File: src/hdl/sptt_pkg.sv
// Shared types and constants for the sorted-pair translation table.
// Used by sptt_step and sorted_pair_table_translate; no dependencies.
package sptt_pkg;

   // Table geometry.
   localparam int TABLE_DEPTH_DEFAULT = 16384;
   localparam int CODE_W              = 16;
   localparam int INDEX_W             = 14;
   localparam int COUNT_W             = 15;
   localparam int ENTRY_W             = 2 * CODE_W;

   // Search bounds are signed: the upper bound can drop to -1.
   localparam int SEARCH_W = COUNT_W + 3;

   localparam logic signed [SEARCH_W-1:0] ONE_S  = SEARCH_W'(1);
   localparam logic signed [SEARCH_W-1:0] ZERO_S = '0;

   localparam logic [CODE_W-1:0] NOT_FOUND_CODE = '0;

   // Request type codes.
   localparam logic REQ_LOAD      = 1'b0;
   localparam logic REQ_TRANSLATE = 1'b1;

   // Result of one search step.
   typedef struct packed {
      logic signed [SEARCH_W-1:0] lo;
      logic signed [SEARCH_W-1:0] hi;
      logic signed [SEARCH_W-1:0] mid;
      logic                       eq;
      logic                       more;
   } step_type;

endpackage

File: src/hdl/sptt_step.sv
// One binary-search step: compare the probed source code and narrow the bounds.
// Depends on sptt_pkg.
module sptt_step (
   input  logic signed [sptt_pkg::SEARCH_W-1:0] lo,
   input  logic signed [sptt_pkg::SEARCH_W-1:0] hi,
   input  logic signed [sptt_pkg::SEARCH_W-1:0] mid,
   input  logic        [sptt_pkg::CODE_W-1:0]   code,
   input  logic        [sptt_pkg::CODE_W-1:0]   probe,
   output sptt_pkg::step_type                   step
);

   logic                                ge;
   logic                                le;
   logic signed [sptt_pkg::SEARCH_W-1:0] lo_n;
   logic signed [sptt_pkg::SEARCH_W-1:0] hi_n;
   logic signed [sptt_pkg::SEARCH_W-1:0] sum_n;

   always_comb begin
      ge    = code >= probe;
      le    = code <= probe;
      lo_n  = ge ? mid + sptt_pkg::ONE_S : lo;
      hi_n  = le ? mid - sptt_pkg::ONE_S : hi;
      sum_n = lo_n + hi_n;

      step.lo   = lo_n;
      step.hi   = hi_n;
      // Bounds are non-negative whenever another probe follows.
      step.mid  = sum_n >>> 1;
      step.eq   = ge && le;
      step.more = lo_n <= hi_n;
   end

endmodule

File: config.mk
export PLATFORM = sky130hd
export DESIGN_NAME = sptt_step
export DESIGN_NICKNAME = d
export VERILOG_FILES = /design/src/hdl/sptt_pkg.sv /design/src/hdl/sptt_step.sv
export SDC_FILE = /design/constraint.sdc
export NUM_CORES = 1
export LEC_CHECK = 0
export BUFFER_PORTS_ARGS = -buffer_cell sky130_fd_sc_hd__buf_2
export CORE_MARGIN = 2
export CORE_UTILIZATION = 45
export DETAILED_ROUTE_END_ITERATION = 8
export GPL_TIMING_DRIVEN = 0
export PLACE_DENSITY = 0.8
export SKIP_LAST_GASP = 1
export SYNTH_ARGS = -nofsm -noshare
export SYNTH_HDL_FRONTEND = slang
export SYNTH_SLANG_ARGS = --single-unit
export TNS_END_PERCENT = 30
File: constraint.sdc
create_clock -name vclk -period 5.8
set_input_delay 0.58 -clock vclk [all_inputs]
set_output_delay 0.58 -clock vclk [all_outputs]
set_load 0.05 [all_outputs]
# Yosys cells after proc, flatten, opt, wreduce, memory -nomap -nowiden
# Index checks and enable logic that the tools add are counted.
totals:
  regBits: 0
  latch_bits: 0
  ramBits: 0
  rom_bits: 0
  input_bits: 86
  elab_cells: 9
  mem_count: 0
classes:
  add_sub_neg: 3
  mul: 0
  n_div: 0
  magnitude_cmp: 3
  n_eq_ne: 0
  n_shift: 0
  mux: 2
  bitwise: 0
  n_reduce_logical: 1
ops:
  columns: ["op", "count"]
  rows:
  - ["$mux 18", 2]
  - ["$add 18x18->18", 1]
  - ["$add 18x2->18 const B", 1]
  - ["$le 18x18->1", 1]
  - ["$sub 18x2->18 const B", 1]
  - ["$ge 16x16->1", 1]
  - ["$le 16x16->1", 1]
  - ["$logic_and 1x1->1", 1]

# Depth between registers and ports, before layout
depth:
  depth_word: 3
  depth_mapped: 19
  ltp_nobuf: 18

# Worst setup path before layout
# OpenSTA, ideal clock, no wires.
synth_timing:
  kind: "input port to output port"
  startpoint: "input port probe[15] in the netlist's numbering"
  endpoint: "output port step[19] in the netlist's numbering"
  t_arrival_ns: 6.473
  t_required_ns: 5.220
  path_slack_ns: -1.253
  stages: 15
  path_buffers: 2
  cell_sequence: "inv_1 > ha_1 > nand4_1 > or2_1 > nor4_2 > nor4_4 > clkbuf_1 > o21ai_0 > ha_1 > o21ai_0 > a31oi_1 > o31ai_1 > a21oi_1 > xnor2_1 > buf_4"
synth_rtl:
  columns: ["element", "line", "rtl"]
  rows:
  - ["start: declaration", "sptt_step.sv:8", "input logic [sptt_pkg::CODE_W-1:0] probe,"]
  - ["end: declaration", "sptt_step.sv:9", "output sptt_pkg::step_type step"]

==> flow_summary.yaml <==
timing:
  slew_headroom: 0.650
  holdWs_ps: 1610
  tightest_slew_ps: 519
  rsz0062_at_grt: "true"
  fin_crit_sh: 0.952
  finalHoldViolCount: 0
  finalWorstSetupSlack_ps: 277
  max_freq_mhz: 181
  finalSetupViolCount: 0
  maxSlewViolCount: 0
  min_period_ps: 5520
worst_setup_path:
  cp-end-kind: "output pin"
  critPathKind: "input pin to output pin"
  required_ps: 5220
  start_kind: "input pin"
  worst_ep_arrival_time_ps: 4940
  cp_max_fo: 10
synthesis:
  yosysSeqAreaShare: 0
  synth_commonest_cells: "ha_1 (52), nand2_1 (50), inv_1 (42), a21oi_1 (24)"
  synth_nets: 531
  synth_area_per_cell_um2: 6.78
  synth.area.top_cells: "ha_1 (24%), xnor2_1 (7.6%), nand2_1 (7.1%)"
  synth_most_common_cell: "ha_1"
  syn_inst: 392
  synthDistinctLibCells: 50
  synth_top_area_frac: 0.245
  synth_top_cell_by_area: "ha_1"
  ys_warn_count: 0
  syn-cell-area_um2: 2660
min_path:
  hold_path.class: "input pin to output pin"
  hold_end: "step[40]"
  hp-start: "lo[2]"
  hold_depth: 4
layout:
  drive_gt1_frac: 0.328
  clock_buffers: 0
  seq_cells: 0
  instances_no_fill: 603
  synthToLayoutAreaGrowth_pct: 32.7
  layout.nets: 672
  seq_area_um2: 0
  num_antenna_cells: 0
  fillCellCount: 545
floorplan:
  num_rows: 27
  fp.dieArea_um2: 6530
  top_level_ports: 142
  die_h_um: 80.8
  core_region_area_um2: 5610
  die_w_um: 80.8
  start_util: 0.474
pwr:
  finalPower_mw: 1.01
  power_density_nw_per_um2: 286
  peakVddDrop_v: 0.000300
  p_leak_nw: 1.85
detailed_routing:
  routed_wl_um: 8180
  vias: 3166
  drt_iter0_markers: 89
  drc_errors: 0
  routedWlPerCell_um: 13.6
  drtPass1Iterations: 4
  postRouteAntennaNets: 0
  detail_route.vias_per_cell: 5.25
outcome:
  outcome: "finished clean"
global_route:
  grt_pass1_vias: 2978
  overflow: 0
  grt_max_degree: 11
  grt_util_all_layers: 0.245
  antenna_found_initial: 0
  grt_first_pass_wirelength_um: 13100
placement:
  gp_congestion: 0.978
  hpwlAfterDp_um: 7300
  place_ws_ps: -52.9
  io_buffer_count: 135
  placedCellCount: 599
run:
  max_cap_viol_count: 0
worst max-delay path, cell delays in order:
cell and delay, ps:
buf_2 100, ha_1 310, nand4_1 150, or4_4 590, or2_1 260, o31ai_2 110, buf_6 200, buf_4 200
a21oi_2 90, ha_1 210, fa_1 410, a21oi_1 160, o21ai_0 150, a21oi_1 220, o21ai_0 190, a21boi_0 440
o21bai_1 160, xor2_2 130, buf_2 270
cell families (layout without fill, tap and decap cells):
logic type,after synthesis,in the layout,synth area share
compound gates,102,102,0.242
mux,4,4,0.0174
simple gates,125,125,0.244
buf+inv,65,204,0.103
xor+xnor,43,43,0.142
fa+ha+maj,53,53,0.252
cells in the final DEF, fill, tap and decap left out, types with 3 or more instances in the layout:
| cell | count |
|---|---|
| nand2_1 | 50 |
| clkbuf_1 | 7 |
| ha_1 | 52 |
| buf_4 | 6 |
| nor2_1 | 16 |
| and3_1 | 7 |
| o21ai_1 | 12 |
| inv_2 | 6 |
| o21ai_0 | 16 |
| inv_1 | 42 |
| o21ai_2 | 5 |
| nand3_1 | 13 |
| nor4_1 | 5 |
| or3_1 | 5 |
| nand4_1 | 5 |
| nor2b_1 | 5 |
| nor4_4 | 3 |
| a21oi_1 | 23 |
| buf_2 | 139 |
| xor2_1 | 18 |
| nor3_1 | 6 |
| o21bai_1 | 5 |
| o21a_1 | 16 |
| xnor2_1 | 22 |
| a31oi_1 | 5 |
| a21o_1 | 4 |
stage by stage:
stage / TNS (ps) / area, µm² / utilization
floorplan: -197 / 2710 / -
global placement: -3.01 / 3480 / 0.620
detailed placement: -52.9 / 3480 / 0.620
CTS: 0 / 3480 / 0.620
global route: -14.9 / 3530 / 0.629
finish: 0 / 3530 / 0.629
layer usage:
metal	track usage	wire length [µm]
met3	0.0222	435
met4	0.0492	146
met5	0	0
met1	0.309	3540
met2	0.451	4060
how the worst max path moves through the flow:
stage               from        to  slack, ps  depth (start not counted)
2_1_floorplan  probe[15]  step[19]        -90                         17
3_3_place_gp     code[7]  step[19]         -3                         18
3_5_place_dp     code[7]  step[19]        -50                         18
4_1_cts          code[7]  step[19]          1                         18
5_1_grt        probe[15]  step[15]        -10                         21
6_report        code[15]  step[15]        280                         19
repair_timing:
item                                   4_1_cts  5_1_grt
pin swaps                                    1        1
hold buffers                                 0        0
endpoints found under the hold margin        0        0
setup endpoints to repair                    1        8
gates resized for setup                      0        5
setup buffers                                0        4
where the power goes:
part / internal, mW / switching, mW
Sequential: 0 / 0
Clock: 0 / 0
Combinational: 0.287 / 0.723
cell type report:
type	count	area, µm²	area share
timing repair buffer	139	706	0.200
inverter	48	180	0.0511
multi-input combinational	327	2460	0.697
buffer	17	93.8	0.0266
tap	72	90.1	0.0256
(Power assumes the default switching activity.)
